==> src/fdt_pkg.sv <==
package fdt_pkg;

  localparam int ENTRIES    = 16;
  localparam int IDX_W      = $clog2(ENTRIES);
  localparam int CNT_W      = $clog2(ENTRIES + 1);
  localparam int PAGE_BYTES = 256;
  localparam int PAGE_SHIFT = $clog2(PAGE_BYTES);
  localparam int DATA_BYTES = 31488;
  localparam int SIZE_W     = 15;
  localparam int REQ_SIZE_W = 16;
  localparam int NEED_W     = REQ_SIZE_W + 1;

  localparam logic [2:0] REQ_FIND    = 3'd0;
  localparam logic [2:0] REQ_ALLOC   = 3'd1;
  localparam logic [2:0] REQ_DELETE  = 3'd2;
  localparam logic [2:0] REQ_STATE   = 3'd3;
  localparam logic [2:0] REQ_SUMMARY = 3'd4;

  localparam logic [2:0] ST_OK        = 3'd0;
  localparam logic [2:0] ST_NO_PAK    = 3'd1;
  localparam logic [2:0] ST_INVALID   = 3'd2;
  localparam logic [2:0] ST_DATA_FULL = 3'd3;
  localparam logic [2:0] ST_DIR_FULL  = 3'd4;
  localparam logic [2:0] ST_EXISTS    = 3'd5;

  typedef struct packed {
    logic [15:0]       company;
    logic [31:0]       game;
    logic [63:0]       name_hi;
    logic [63:0]       name_lo;
    logic [31:0]       ext;
    logic [SIZE_W-1:0] bytes;
  } entry_t;

  typedef struct packed {
    logic             re;
    logic             we;
    logic [IDX_W-1:0] addr;
    entry_t           wdata;
  } ram_req_t;

  typedef struct packed {
    logic [2:0]            req_type;
    logic [15:0]           company;
    logic [31:0]           game;
    logic [63:0]           name_hi;
    logic [63:0]           name_lo;
    logic [31:0]           ext;
    logic [REQ_SIZE_W-1:0] size;
    logic [3:0]            fidx;
  } req_item_t;

  typedef struct packed {
    logic [2:0]        status;
    logic [3:0]        entry_index;
    logic [SIZE_W-1:0] entry_size;
    logic [15:0]       found_company;
    logic [31:0]       found_game;
    logic [31:0]       found_extension;
    logic [63:0]       found_name_hi;
    logic [63:0]       found_name_lo;
    logic [SIZE_W-1:0] free_bytes;
    logic [4:0]        file_count;
  } result_t;

  function automatic logic [NEED_W-1:0] page_round(input logic [REQ_SIZE_W-1:0] v);
    logic [NEED_W-1:0] sum;
    sum = {1'b0, v} + NEED_W'(PAGE_BYTES - 1);
    return (sum >> PAGE_SHIFT) << PAGE_SHIFT;
  endfunction

endpackage

==> src/fdt_entry_ram.sv <==
module fdt_entry_ram
  import fdt_pkg::*;
(
  input  logic     clk,
  input  ram_req_t ram_req,
  output entry_t   rdata
);

  entry_t mem_r [ENTRIES];
  entry_t rdata_r;

  always_ff @(posedge clk) begin
    if (ram_req.we) begin
      mem_r[ram_req.addr] <= ram_req.wdata;
    end
    if (ram_req.re) begin
      rdata_r <= mem_r[ram_req.addr];
    end
  end

  assign rdata = rdata_r;

endmodule

==> config.mk <==
export PLATFORM = sky130hd
export DESIGN_NAME = fdt_entry_ram
export DESIGN_NICKNAME = d
export VERILOG_FILES = /design/src/fdt_pkg.sv /design/src/fdt_entry_ram.sv
export SDC_FILE = /design/constraint.sdc
export NUM_CORES = 2
export LEC_CHECK = 0
export ABC_AREA = 1
export BUFFER_PORTS_ARGS = -buffer_cell sky130_fd_sc_hd__buf_2
export CORE_MARGIN = 2
export CORE_UTILIZATION = 45
export DETAILED_ROUTE_END_ITERATION = 16
export GPL_ROUTABILITY_DRIVEN = 0
export REMOVE_ABC_BUFFERS = 1
export SLEW_MARGIN = 30
export SYNTH_ARGS = -nofsm -noshare
export SYNTH_HDL_FRONTEND = slang
export SYNTH_SLANG_ARGS = --single-unit
==> constraint.sdc <==
create_clock -name clk -period 11.28 [get_ports clk]
set_input_delay 1.128 -clock clk [delete_from_list [all_inputs] [get_ports clk]]
set_output_delay 1.128 -clock clk [all_outputs]
set_load 0.02 [all_outputs]
# ---- Word level (Yosys, flattened, before mapping)
# Memories as Yosys holds them, arrays and structs flattened. A register that Yosys moved wholly into a read port is not among the register bits.
# Cells that the tools add are included.
dict set report totals {
  ram_bits 3568
  out_inout_bits 223
  input_bits 230
  regBits 0
  mem_count 1
}
# memory depth width read_ports rd_ports_with_merged_regs wr line
set mem_list {}
lappend mem_list {mem_r 16 223 1 1 1 fdt_entry_ram.sv:9} ;# entry_t mem_r [ENTRIES];
dict set report classes {
  muxes 2
}
# op count
set ops {}
lappend ops {{$mux W1} 2}

# ---- Depth between registers and ports, before layout
dict set report logic_depth {
  ltp_word 2
  depth_mapped 13
}

# ---- Worst setup path after synthesis
# Ideal clock, no wire load.
dict set report synth_timing {
  path_kind {input -> register}
  start {in ram_req[223] (netlist name)}
  end {mem mem_r[6][0] (netlist name) (enable)}
  setup_ns 0.809
  path_slack_ns -0.687
  t_required_ns 10.471
  path_stages 7
  arrival_time_ns 11.158
  cell_sequence {buf_4 > inv_4 > buf_6 > buf_4 > buf_4 > nand3_1 > nor2_1}
}
# element line
set synth_rtl {}
lappend synth_rtl {{start: declaration} fdt_entry_ram.sv:5} ;# input ram_req_t ram_req,
lappend synth_rtl {{end: declaration} fdt_entry_ram.sv:9}
# Straight into the memory's write port.

==> results.yml <==
clock_tree:
  cts_max_path_buffers: 4
  post_cts_buffers: 0
  cts.sinks: 3791
  cts.htree.levels: 5
  clk_pin_slew_ns: 0.06
  cts_tree: "built"
  cts_buffers: 400
  cts_resized: 0
  clk_latency_ns: 0.99
  hold_buffers: 0
  root_buffer: "clkbuf_16"
critical_path:
  path_cells: "buf_12, inv_16, buf_4, buf_12, buf_4, buf_4, nand2_1, nand2_1, nand2_1, nand2_1, nand2_1, nand2_1, inv_1, nand2_1"
  start_kind: "input pin"
  path_common_cell: "nand2_1"
  cpPeakStageDelay_ns: 0.85
  crit_type: "in2reg"
  cp_slowest_cell: "buf_4"
  worstSetupEndpointType: "flip-flop"
  path_max_fanout: 187
  crit_required_ns: 12.10
  arrival_ns: 5.87
global_routing:
  grt_usage_pct: 22.8
  grt_max_degree: 206
  grt_pass1_wl_um: 599000
  grt_pass1_vias: 91800
  grt_remaining_overflow: 0
  antenna_found_initial: 106
routing:
  drc: 0
  drt_iter0_drc: 8233
  final_antenna_net_count: 0
  routed_via_density: 4.97
  routed_wl_um: 405000
  wl_per_cell_um: 20.5
  drt_pass1_iterations: 6
  vias: 98300
sta:
  setup_viol: 0
  fin_skew_ns: 0.0534
  finalSetupTns_ns: 0
  fmax_mhz: 198
  whs_ns: 0.521
  max-slew-margin-rel_pct: 23.7
  worst_pin_slew_ns: 1.14
  fin_ws_ns: 6.22
  period_minus_slack_ns: 5.06
  fin_crit_sh_pct: 44.8
  hold_viol_final: 0
  rsz0062_at_grt: "no"
  report.final.slew_viol_count: 0
floorplan:
  design.core.area_um2: 344000
  num_rows: 215
  initial_utilization_pct: 45.3
  die_h_um: 592
  boundaryPins: 453
  dieArea_um2: 350000
  die_w_um: 592
synthesis:
  syn_inst: 14500
  synth_cell_type_count: 15
  synthTopCellsByCount: "nand2_1, edfxtp_1, inv_1"
  yosys.area.top_type: "edfxtp_1"
  synth_edf_count: 3791
  yosys.area_share.xor_xnor_pct: 0
  yosysWarnings: 0
  synth_top_family_by_area: "simple AND/OR/NAND/NOR gates"
  synth_most_common_cell: "nand2_1"
  synth_area_um2: 156000
  yosys_register_bits: 3791
  synth_top_cell_area_share_pct: 73.2
  synth_ff_type: "edfxtp_1"
  yosys.area_share.simple_pct: 23.2
  ys_top_cells_by_area: "edfxtp_1, nand2_1, inv_1, buf_2, buf_4"
  synth_compound_area_share_pct: 0
  synth_fa_ha_area_share_pct: 0
  synth_mux_area_share_pct: 0
  syn_area_per_cell_um2: 10.7
  async_flop_share_pct: 0
  yosysSeqAreaShare_pct: 73.2
layout:
  fill_cells: 30200
  layout.nets: 15100
  instances_no_fill: 19800
  drive_gt1_share_pct: 7.69
  area_growth_pct: 12.0
flow_run:
  drv_cap: 0
outcome:
  status: "finished, final reports clean"
place:
  pre_cts_ws_ns: 5.23
  port_buffers: 452
  dpl.cell_count: 19000
  hpwl_um: 190000
power_and_ir_drop:
  leakage_uw: 0.0728
  cellPowerDensity_nw_per_um2: 175
  power.total_uw: 30500
  ir_worst_vdd_mv: 0.163
min_path:
  hold_path.class: "in2reg"
==> cell families after synthesis <==
family / Yosys count
buf+inv: 1144
flops: 3791
simple gates: 9613
==> layout by cell type, fill, tap and decap left out, drive strengths merged <==
cell type  synthesis  routed
nand2           9591    9591
edfxtp          3791    3791
buf              562     610
clkbuf           129     488
inv              453     463
clkinv             0     190
diode              0      39
bufinv             0      29
nor2              18      18
clkinvlp           0       8
nand3              4       4
==> per-layer routing <==
metal  up-vias  global-route usage, %  part of all wire (%)
met4        66                   5.51                   2.4
met1     47500                   31.3                    44
met2      2632                   37.7                    47
met5         -                      0                 0.096
li1      47500                      -                     -
met3       622                   4.11                   6.7
==> state kept, by name, indices dropped and copies added, names as in the netlist <==
| register | cells |
|---|---|
| rdata | 223 |
| mem_r | 3568 |
==> stage by stage <==
stage	util, %	instance area (µm²)
floorplan	-	152000
global placement	47.0	161000
detailed placement	47.0	162000
CTS	50.7	174000
global route	50.7	174000
finish	50.7	174000
==> final cells by class <==
class                      count  area [µm²]  share of cell area [%]
antenna                       39        97.6                  0.0560
clock buffer                 488       10400                    5.96
clock inverter               237        2140                    1.23
inverter                     453        1740                   0.998
multi-input combinational   9613       36200                    20.8
sequential                  3791      114000                    65.3
tap                         4557        5700                    3.27
timing repair buffer         610        4180                    2.40
==> critical path, delay by kind of cell <==
kind,cells,cell delay (ns)
and+or+nand+nor,7,0.54
buffers and inverters,7,3.85
==> power by group <==
part | switching, µW | internal [µW]
registers | 101 | 15900
logic | 1390 | 450
clock network | 5470 | 7210
total | 6960 | 23500
==> final timing paths <==
path                               startpoint              to  slack (ns)  cells past startpoint
worst max-delay path             ram_req[223]      rdata[130]        6.22                     14
worst min register to register   mem_r[2][17]       rdata[17]        0.73                      8
worst max register to register  mem_r[15][77]       rdata[77]        9.91                      8
worst min-delay path             ram_req[110]  mem_r[15][110]        0.52                      1
Power figures use the tool's default switching activity.
