### src/fdt_pkg.sv
package fdt_pkg;

  localparam int ENTRIES    = 16;
  localparam int IDX_W      = $clog2(ENTRIES);
  localparam int CNT_W      = $clog2(ENTRIES + 1);
  localparam int PAGE_BYTES = 256;
  localparam int PAGE_SHIFT = $clog2(PAGE_BYTES);
  localparam int DATA_BYTES = 31488;
  localparam int SIZE_W     = 15;
  localparam int REQ_SIZE_W = 16;
  localparam int NEED_W     = REQ_SIZE_W + 1;

  localparam logic [2:0] REQ_FIND    = 3'd0;
  localparam logic [2:0] REQ_ALLOC   = 3'd1;
  localparam logic [2:0] REQ_DELETE  = 3'd2;
  localparam logic [2:0] REQ_STATE   = 3'd3;
  localparam logic [2:0] REQ_SUMMARY = 3'd4;

  localparam logic [2:0] ST_OK        = 3'd0;
  localparam logic [2:0] ST_NO_PAK    = 3'd1;
  localparam logic [2:0] ST_INVALID   = 3'd2;
  localparam logic [2:0] ST_DATA_FULL = 3'd3;
  localparam logic [2:0] ST_DIR_FULL  = 3'd4;
  localparam logic [2:0] ST_EXISTS    = 3'd5;

  typedef struct packed {
    logic [15:0]       company;
    logic [31:0]       game;
    logic [63:0]       name_hi;
    logic [63:0]       name_lo;
    logic [31:0]       ext;
    logic [SIZE_W-1:0] bytes;
  } entry_t;

  typedef struct packed {
    logic             re;
    logic             we;
    logic [IDX_W-1:0] addr;
    entry_t           wdata;
  } ram_req_t;

  typedef struct packed {
    logic [2:0]            req_type;
    logic [15:0]           company;
    logic [31:0]           game;
    logic [63:0]           name_hi;
    logic [63:0]           name_lo;
    logic [31:0]           ext;
    logic [REQ_SIZE_W-1:0] size;
    logic [3:0]            fidx;
  } req_item_t;

  typedef struct packed {
    logic [2:0]        status;
    logic [3:0]        entry_index;
    logic [SIZE_W-1:0] entry_size;
    logic [15:0]       found_company;
    logic [31:0]       found_game;
    logic [31:0]       found_extension;
    logic [63:0]       found_name_hi;
    logic [63:0]       found_name_lo;
    logic [SIZE_W-1:0] free_bytes;
    logic [4:0]        file_count;
  } result_t;

  function automatic logic [NEED_W-1:0] page_round(input logic [REQ_SIZE_W-1:0] v);
    logic [NEED_W-1:0] sum;
    sum = {1'b0, v} + NEED_W'(PAGE_BYTES - 1);
    return (sum >> PAGE_SHIFT) << PAGE_SHIFT;
  endfunction

endpackage

### src/fdt_ctrl.sv
module fdt_ctrl
  import fdt_pkg::*;
(
  input  logic      clk,
  input  logic      rst_n,
  input  logic      pak_en,
  input  logic      in_valid,
  output logic      in_ready,
  input  req_item_t in_req,
  output logic      out_valid,
  input  logic      out_ready,
  output result_t   out_res,
  output ram_req_t  ram_req,
  input  entry_t    ram_rdata
);

  typedef enum logic [1:0] {S_IDLE, S_SCAN, S_STATE_RD, S_DONE} state_t;

  state_t            state_r;
  req_item_t         req_r;
  logic              en_r;
  logic [CNT_W-1:0]  scan_cnt_r;
  logic              cmp_vld_r;
  logic [IDX_W-1:0]  cmp_idx_r;
  logic              hit_r;
  logic [IDX_W-1:0]  hit_idx_r;
  logic [SIZE_W-1:0] hit_bytes_r;
  logic [ENTRIES-1:0] valid_r;
  logic [SIZE_W-1:0] used_r;
  logic [CNT_W-1:0]  count_r;
  result_t           out_r;
  logic              out_valid_r;

  logic              key_eq;
  logic              cmp_hit;
  logic              free_any;
  logic [IDX_W-1:0]  free_idx;
  logic [NEED_W-1:0] need;
  logic [NEED_W-1:0] del_round;
  logic [SIZE_W-1:0] room;
  logic              out_slot;
  logic              do_alloc;
  logic              do_delete;
  result_t           res_nxt;

  assign key_eq = ram_rdata.company == req_r.company && ram_rdata.game == req_r.game &&
                  ram_rdata.name_hi == req_r.name_hi && ram_rdata.name_lo == req_r.name_lo &&
                  ram_rdata.ext == req_r.ext;
  assign cmp_hit   = cmp_vld_r && valid_r[cmp_idx_r] && key_eq && !hit_r;
  assign free_any  = ~&valid_r;
  assign need      = page_round(req_r.size);
  assign del_round = page_round({1'b0, hit_bytes_r});
  assign room      = SIZE_W'(DATA_BYTES) - used_r;
  assign out_slot  = !out_valid_r || out_ready;

  always_comb begin
    free_idx = '0;
    for (int i = ENTRIES - 1; i >= 0; i--) begin
      if (!valid_r[i]) begin
        free_idx = IDX_W'(i);
      end
    end
  end

  always_comb begin
    res_nxt   = '0;
    do_alloc  = 1'b0;
    do_delete = 1'b0;
    if (!en_r) begin
      res_nxt.status = ST_NO_PAK;
    end else begin
      case (req_r.req_type)
        REQ_FIND: begin
          if (hit_r) begin
            res_nxt.status      = ST_OK;
            res_nxt.entry_index = 4'(hit_idx_r);
          end else begin
            res_nxt.status = ST_INVALID;
          end
        end
        REQ_ALLOC: begin
          if (req_r.size == '0) begin
            res_nxt.status = ST_INVALID;
          end else if (hit_r) begin
            res_nxt.status = ST_EXISTS;
          end else if (!free_any) begin
            res_nxt.status = ST_DIR_FULL;
          end else if (need > NEED_W'(room)) begin
            res_nxt.status = ST_DATA_FULL;
          end else begin
            res_nxt.status      = ST_OK;
            res_nxt.entry_index = 4'(free_idx);
            do_alloc            = 1'b1;
          end
        end
        REQ_DELETE: begin
          if (hit_r) begin
            res_nxt.status = ST_OK;
            do_delete      = 1'b1;
          end else begin
            res_nxt.status = ST_INVALID;
          end
        end
        REQ_STATE: begin
          if (valid_r[req_r.fidx[IDX_W-1:0]]) begin
            res_nxt.status          = ST_OK;
            res_nxt.entry_size      = ram_rdata.bytes;
            res_nxt.found_company   = ram_rdata.company;
            res_nxt.found_game      = ram_rdata.game;
            res_nxt.found_extension = ram_rdata.ext;
            res_nxt.found_name_hi   = ram_rdata.name_hi;
            res_nxt.found_name_lo   = ram_rdata.name_lo;
          end else begin
            res_nxt.status = ST_INVALID;
          end
        end
        REQ_SUMMARY: begin
          res_nxt.status     = ST_OK;
          res_nxt.free_bytes = room;
          res_nxt.file_count = 5'(count_r);
        end
        default: begin
          res_nxt.status = ST_INVALID;
        end
      endcase
    end
  end

  always_comb begin
    ram_req = '0;
    if (state_r == S_SCAN && scan_cnt_r < CNT_W'(ENTRIES)) begin
      ram_req.re   = 1'b1;
      ram_req.addr = scan_cnt_r[IDX_W-1:0];
    end else if (state_r == S_STATE_RD) begin
      ram_req.re   = 1'b1;
      ram_req.addr = req_r.fidx[IDX_W-1:0];
    end else if (state_r == S_DONE && out_slot && do_alloc) begin
      ram_req.we            = 1'b1;
      ram_req.addr          = free_idx;
      ram_req.wdata.company = req_r.company;
      ram_req.wdata.game    = req_r.game;
      ram_req.wdata.name_hi = req_r.name_hi;
      ram_req.wdata.name_lo = req_r.name_lo;
      ram_req.wdata.ext     = req_r.ext;
      ram_req.wdata.bytes   = req_r.size[SIZE_W-1:0];
    end
  end

  always_ff @(posedge clk) begin
    if (!rst_n) begin
      state_r     <= S_IDLE;
      out_valid_r <= 1'b0;
      valid_r     <= '0;
      used_r      <= '0;
      count_r     <= '0;
      hit_r       <= 1'b0;
      cmp_vld_r   <= 1'b0;
    end else begin
      if (out_valid_r && out_ready && state_r != S_DONE) begin
        out_valid_r <= 1'b0;
      end
      cmp_vld_r <= ram_req.re && state_r == S_SCAN;
      cmp_idx_r <= ram_req.addr;
      if (cmp_hit) begin
        hit_r       <= 1'b1;
        hit_idx_r   <= cmp_idx_r;
        hit_bytes_r <= ram_rdata.bytes;
      end
      unique case (state_r)
        S_IDLE: begin
          if (in_valid) begin
            req_r      <= in_req;
            en_r       <= pak_en;
            hit_r      <= 1'b0;
            scan_cnt_r <= '0;
            if (!pak_en) begin
              state_r <= S_DONE;
            end else begin
              case (in_req.req_type) inside
                REQ_FIND, REQ_DELETE: state_r <= S_SCAN;
                REQ_ALLOC:            state_r <= (in_req.size == '0) ? S_DONE : S_SCAN;
                REQ_STATE:            state_r <= S_STATE_RD;
                default:              state_r <= S_DONE;
              endcase
            end
          end
        end
        S_SCAN: begin
          scan_cnt_r <= scan_cnt_r + 1'b1;
          if (scan_cnt_r == CNT_W'(ENTRIES)) begin
            state_r <= S_DONE;
          end
        end
        S_STATE_RD: begin
          state_r <= S_DONE;
        end
        S_DONE: begin
          if (out_slot) begin
            out_r       <= res_nxt;
            out_valid_r <= 1'b1;
            state_r     <= S_IDLE;
            if (do_alloc) begin
              valid_r[free_idx] <= 1'b1;
              used_r            <= used_r + need[SIZE_W-1:0];
              count_r           <= count_r + 1'b1;
            end
            if (do_delete) begin
              valid_r[hit_idx_r] <= 1'b0;
              used_r             <= used_r - del_round[SIZE_W-1:0];
              count_r            <= count_r - 1'b1;
            end
          end
        end
        default: state_r <= S_IDLE;
      endcase
    end
  end

  assign in_ready  = state_r == S_IDLE;
  assign out_valid = out_valid_r;
  assign out_res   = out_r;

endmodule
### config.mk
export PLATFORM = sky130hd
export DESIGN_NAME = fdt_ctrl
export DESIGN_NICKNAME = d
export VERILOG_FILES = /design/src/fdt_pkg.sv /design/src/fdt_ctrl.sv
export SDC_FILE = /design/constraint.sdc
export NUM_CORES = 1
export LEC_CHECK = 0
export ABC_AREA = 1
export BUFFER_PORTS_ARGS = -buffer_cell sky130_fd_sc_hd__buf_2
export CAP_MARGIN = 20
export CORE_AREA = 2 2 363 365
export CTS_CLUSTER_SIZE = 8
export DETAILED_ROUTE_END_ITERATION = 12
export DIE_AREA = 0 0 365 367
export PLACE_DENSITY = 0.49
export SYNTH_ARGS = -nofsm -noshare
export SYNTH_HDL_FRONTEND = slang
export SYNTH_SLANG_ARGS = --single-unit
### constraint.sdc
create_clock -name clk -period 22.2 [get_ports clk]
set_clock_uncertainty 0.1 [all_clocks]
set_input_delay 0 -clock clk [delete_from_list [all_inputs] [get_ports clk]]
set_output_delay 0 -clock clk [all_outputs]
set_load 0.02 [all_outputs]
Word-level counts from Yosys, hierarchy flattened
Cells that the tools add are included.
Widths: inputs -> output; s select.
{ "word_totals": {"ff_bits": 551, "input_bits": 459, "elab_cells": 187} }
{ "op_classes": {"n_addsub": 8, "order_cmp": 8, "n_eq_ne": 20, "n_mux": 81, "bitwise_logic": 3, "reduce_logical": 37} }
{ "op_table": {"columns": ["op", "n"], "rows": [
  ["$mux 223", 2],
  ["$mux 228", 1],
  ["$eq 64x64->1", 2],
  ["$mux 4", 23],
  ["$mux 16", 5],
  ["$eq 32x32->1", 2],
  ["$logic_not 16->1", 2],
  ["$mux 15", 2],
  ["$mux 1", 24],
  ["$lt 4x5->1 const B", 4],
  ["$mux 2", 10],
  ["$reduce_and 3->1", 6],
  ["$add 16x8->17 const B", 1],
  ["$gt 17x15->1", 1],
  ["$and 16x16->16", 1],
  ["$eq 16x16->1", 1],
  ["$not 16->16", 1],
  ["$or 16x16->16", 1],
  ["$reduce_and 16->1", 1],
  ["$add 15x15->15", 1],
  ["$add 15x8->15 const B", 1],
  ["$logic_and 1x1->1", 15],
  ["$mux 5", 3],
  ["$sub 15x15->15", 1],
  ["27 further kinds", 46]
]} }

Logic depth before layout (Yosys ltp)
{ "depth": {"depth_word": 27, "ltp_mapped": 25} }

Worst setup path after synthesis
Ideal clock, no wire load.
{ "synth_path": {"path_type": "register to register", "startpoint": "register state_r[0]", "endpoint": "register out_r (netlist bit out_res[0]), enable pin", "arrival_ps": 10783, "t_required_ps": 21251, "setup_slack_ps": 10468, "path_stages_with_launch": 6, "period_less_slack_ps": 11732, "cell_sequence": "dfxtp_1 -> ha_1 -> inv_1 -> nor2_1 -> inv_1 -> nor2_1"} }
{ "synth_via": {"elab_chain_cells": 2} }
{ "synth_lines": {"columns": ["item", "line", "rtl"], "rows": [
  ["from (decl)", "fdt_ctrl.sv:19", "state_t state_r;"],
  ["from (signal assigned)", "fdt_ctrl.sv:181", "REQ_ALLOC: state_r <= (in_req.size == '0) ? S_DONE : S_SCAN;"],
  ["$eq 2x2->1", "fdt_ctrl.sv:169", "unique case (state_r)"],
  ["$reduce_and 3->1 (no source line)", null, null],
  ["to (signal assigned)", "fdt_ctrl.sv:199", "out_r <= res_nxt;"],
  ["to (decl)", "fdt_ctrl.sv:31", "result_t out_r;"]
]} }
Every way passes these cells.
A chain may end at the register's enable or synchronous reset.

==> reports/results.ini <==
[outcome]
status = completed

[synth]
netlist_instances = 2413
ys_types = 50
ys_seq_elements = 535
synth_common_cells = inv_1, edfxtp_1, nor2_1
synth_top_area_share = 0.582
synth_top_area_cell = edfxtp_1
synth_edf_count = 502
synth-main-ff-cell = edfxtp_1
yosysSeqAreaShare = 0.607
ys_warn_count = 0
synth_area_leaders = edfxtp_1, inv_1, nor2_4, nor2_1, o22ai_1
synthArstFlopShare = 0
avgSynthCellArea_sq_um = 10.7
synth_most_common_cell = inv_1
netlist_area_sq_mm = 0.0259

[layout]
syn_to_final_growth_pct = 61.0
finish.net_count = 4570
finalNonFillerCells = 5874
final_core_util = 0.320
drive_gt1_frac = 0.301

[worst_hold_path]
min_delay_path_depth = 2
hp-class = in -> reg
hold_start = in_req[147]
min_to = req_r[147]

[sta]
period_minus_slack_ps = 5870
slew-limit-headroom = 0.0754
hold_viol = 0
rsz0062_at_grt = false
setup_viol = 0
setup-tns-final_ps = 0
post-route-period-util = 0.265
hold_ws_ps = 67.1
fmax_mhz = 170
worst_pin_slew_ps = 1370
slew_violations = 0

[placed_design]
port_buffers = 931
gp_congestion = 0.904
hpwl_mm = 101
place_inst = 5060

[route]
routedWlPerCell_um = 21.8
drt-initial-drc-count = 1675
vias = 24400
vias_per_cell = 4.15
drt-total-wl_mm = 128
drc = 0
first_pass_iters = 6
drtAntennaViolNets = 0

[grt]
met3_usage = 0.0560
top_usage_layer = met2
grt_start_max_net_pins = 122
grt_usage = 0.185
antenna_found_initial = 12
use_met1 = 0.229
grt-ovfl-total = 0
grt_pass1_vias = 25100
grt_pass1_wl_mm = 175
met2_usage = 0.300

[worst_setup_path]
r2r-end = out_res[47]
reg2reg_from = req_r[0]
arrival_ps = 5770
r2r_slack_ps = 17860
reg2reg_depth = 9
endpoint_kind = output pin
required_ps = 22100
critPathKind = reg -> out
path_max_fanout = 90
cp-start-kind = flip-flop

[clocking]
cts.clk_slew.worst_paths_ps = 50
clock_sinks = 535
cts_buffer_depth = 3
htree_levels = 3
root_buffer = clkbuf_16
cts.repair.resized = 0
cts_tree = built
cts_buffers = 79
insertion_delay_ps = 670

[pwr]
fin_total_pwr_mw = 2.97
cellPowerDensity_mw_per_mm2 = 71.3
peakVddDrop_uv = 52.1
p_leak_nw = 18.4

[floorplanning]
fp.dieH_um = 367
die_x_um = 365
initial_core_util = 0.199
dieArea_sq_mm = 0.134
fp-row-count = 133
core_area_sq_mm = 0.130
io_pins = 940

[run]
max_cap_viol_count = 0

routing by layer:
metal	share of wire	up-vias	wire length, um
li1	-	11300	-
met1	0.42	11800	53500
met2	0.46	1105	58700
met3	0.086	222	11100
met4	0.038	8	4810
met5	0.00036	-	46
repair_timing:
item	in CTS	in global routing
buffers inserted	0	0
hold buffers	699	0
endpoints found under the hold margin	522	0
layout by cell type (no fill, tap or decap), drive strengths merged, types with 10 or more instances in the layout:
cell type,netlist,layout
edfxtp,502,502
dfxtp,33,33
a21oi,57,57
nor3,20,20
nand4,24,24
nor4,31,31
xor2,30,30
nand3,48,48
buf,58,953
clkbuf,10,99
o21ai,74,74
dlygate4sd3,0,699
nor2,583,583
ha,24,24
xnor2,22,22
clkinv,1,10
nand2,181,181
inv,537,537
o22ai,118,118
o2111ai,12,12
flip-flops by register name, summed over array words and instances, names as in the netlist, 2 cells and up:
name and cells:
state_r 2, scan_cnt_r 5, cmp_idx_r 4, valid_r 16, out_res 242, used_r 7, count_r 5, hit_bytes_r 15
req_r 231, hit_idx_r 4
worst max-delay path, cell delays in order, from the launching register on:
cell and delay (ps):
edfxtp_1 420, nor2_2 170, nand2_1 120, o21ai_0 290, nand2_1 90, nand2_1 120
inv_1 80, ha_1 320, nand2_1 50, o21bai_1 150, nand2_1 70, o21ai_0 70
nand2_1 60, nand2_1 70, nand4_1 130, inv_2 90, nand2_4 120, nor2_8 60
inv_16 400, buf_4 680, buf_4 910, nor2_1 80, buf_2 200
power by group:
part           internal, mW  switching (mW)  leakage (nW)  total [mW]
combinational         0.198           0.353          12.4       0.551
sequential             1.21          0.0503          4.92        1.26
clock                 0.680           0.479          1.10        1.16
per-stage QoR:
step / cell area [sq um] / worst slack (ps)
after detailed placement: 32400 / 17060
after CTS: 41700 / 16300
final: 41700 / 16330
after global placement: 32400 / 17130
after global routing: 41700 / 15930
after floorplan: 25900 / 10470
logic make-up (layout without fill, tap and decap cells):
kind of cell | Yosys count | in the layout | synth area share
compound gates | 297 | 297 | 0.0688
xor+xnor | 52 | 52 | 0.0176
fa+ha+maj | 26 | 26 | 0.0131
buf+inv | 606 | 2300 | 0.102
flops | 535 | 535 | 0.607
other cells | 1 | 13 | 0.000145
simple gates | 896 | 896 | 0.191
worst max-delay path by stage:
stage                    start  slack [ps]          end  cells past startpoint
floorplan           state_r[0]       10470   out_res[0]                      5
global placement      req_r[7]       17130  ram_req[37]                     22
detailed placement    req_r[5]       17060  ram_req[37]                     22
CTS                   req_r[5]       16300  ram_req[16]                     22
global route          req_r[7]       15930  ram_req[16]                     22
finish                req_r[5]       16330  ram_req[37]                     22
cell type report:
class,count,area (sq um)
repair buffers,1652,11800
flip-flops and latches,535,15700
fillers,13500,88700
multi-input cells,1279,7620
clock inverters,11,215
inverters,538,2040
well taps,1755,2200
diodes,5,12.5
clock buffers,99,2080
Note: power is estimated with default switching activity, not from simulation.
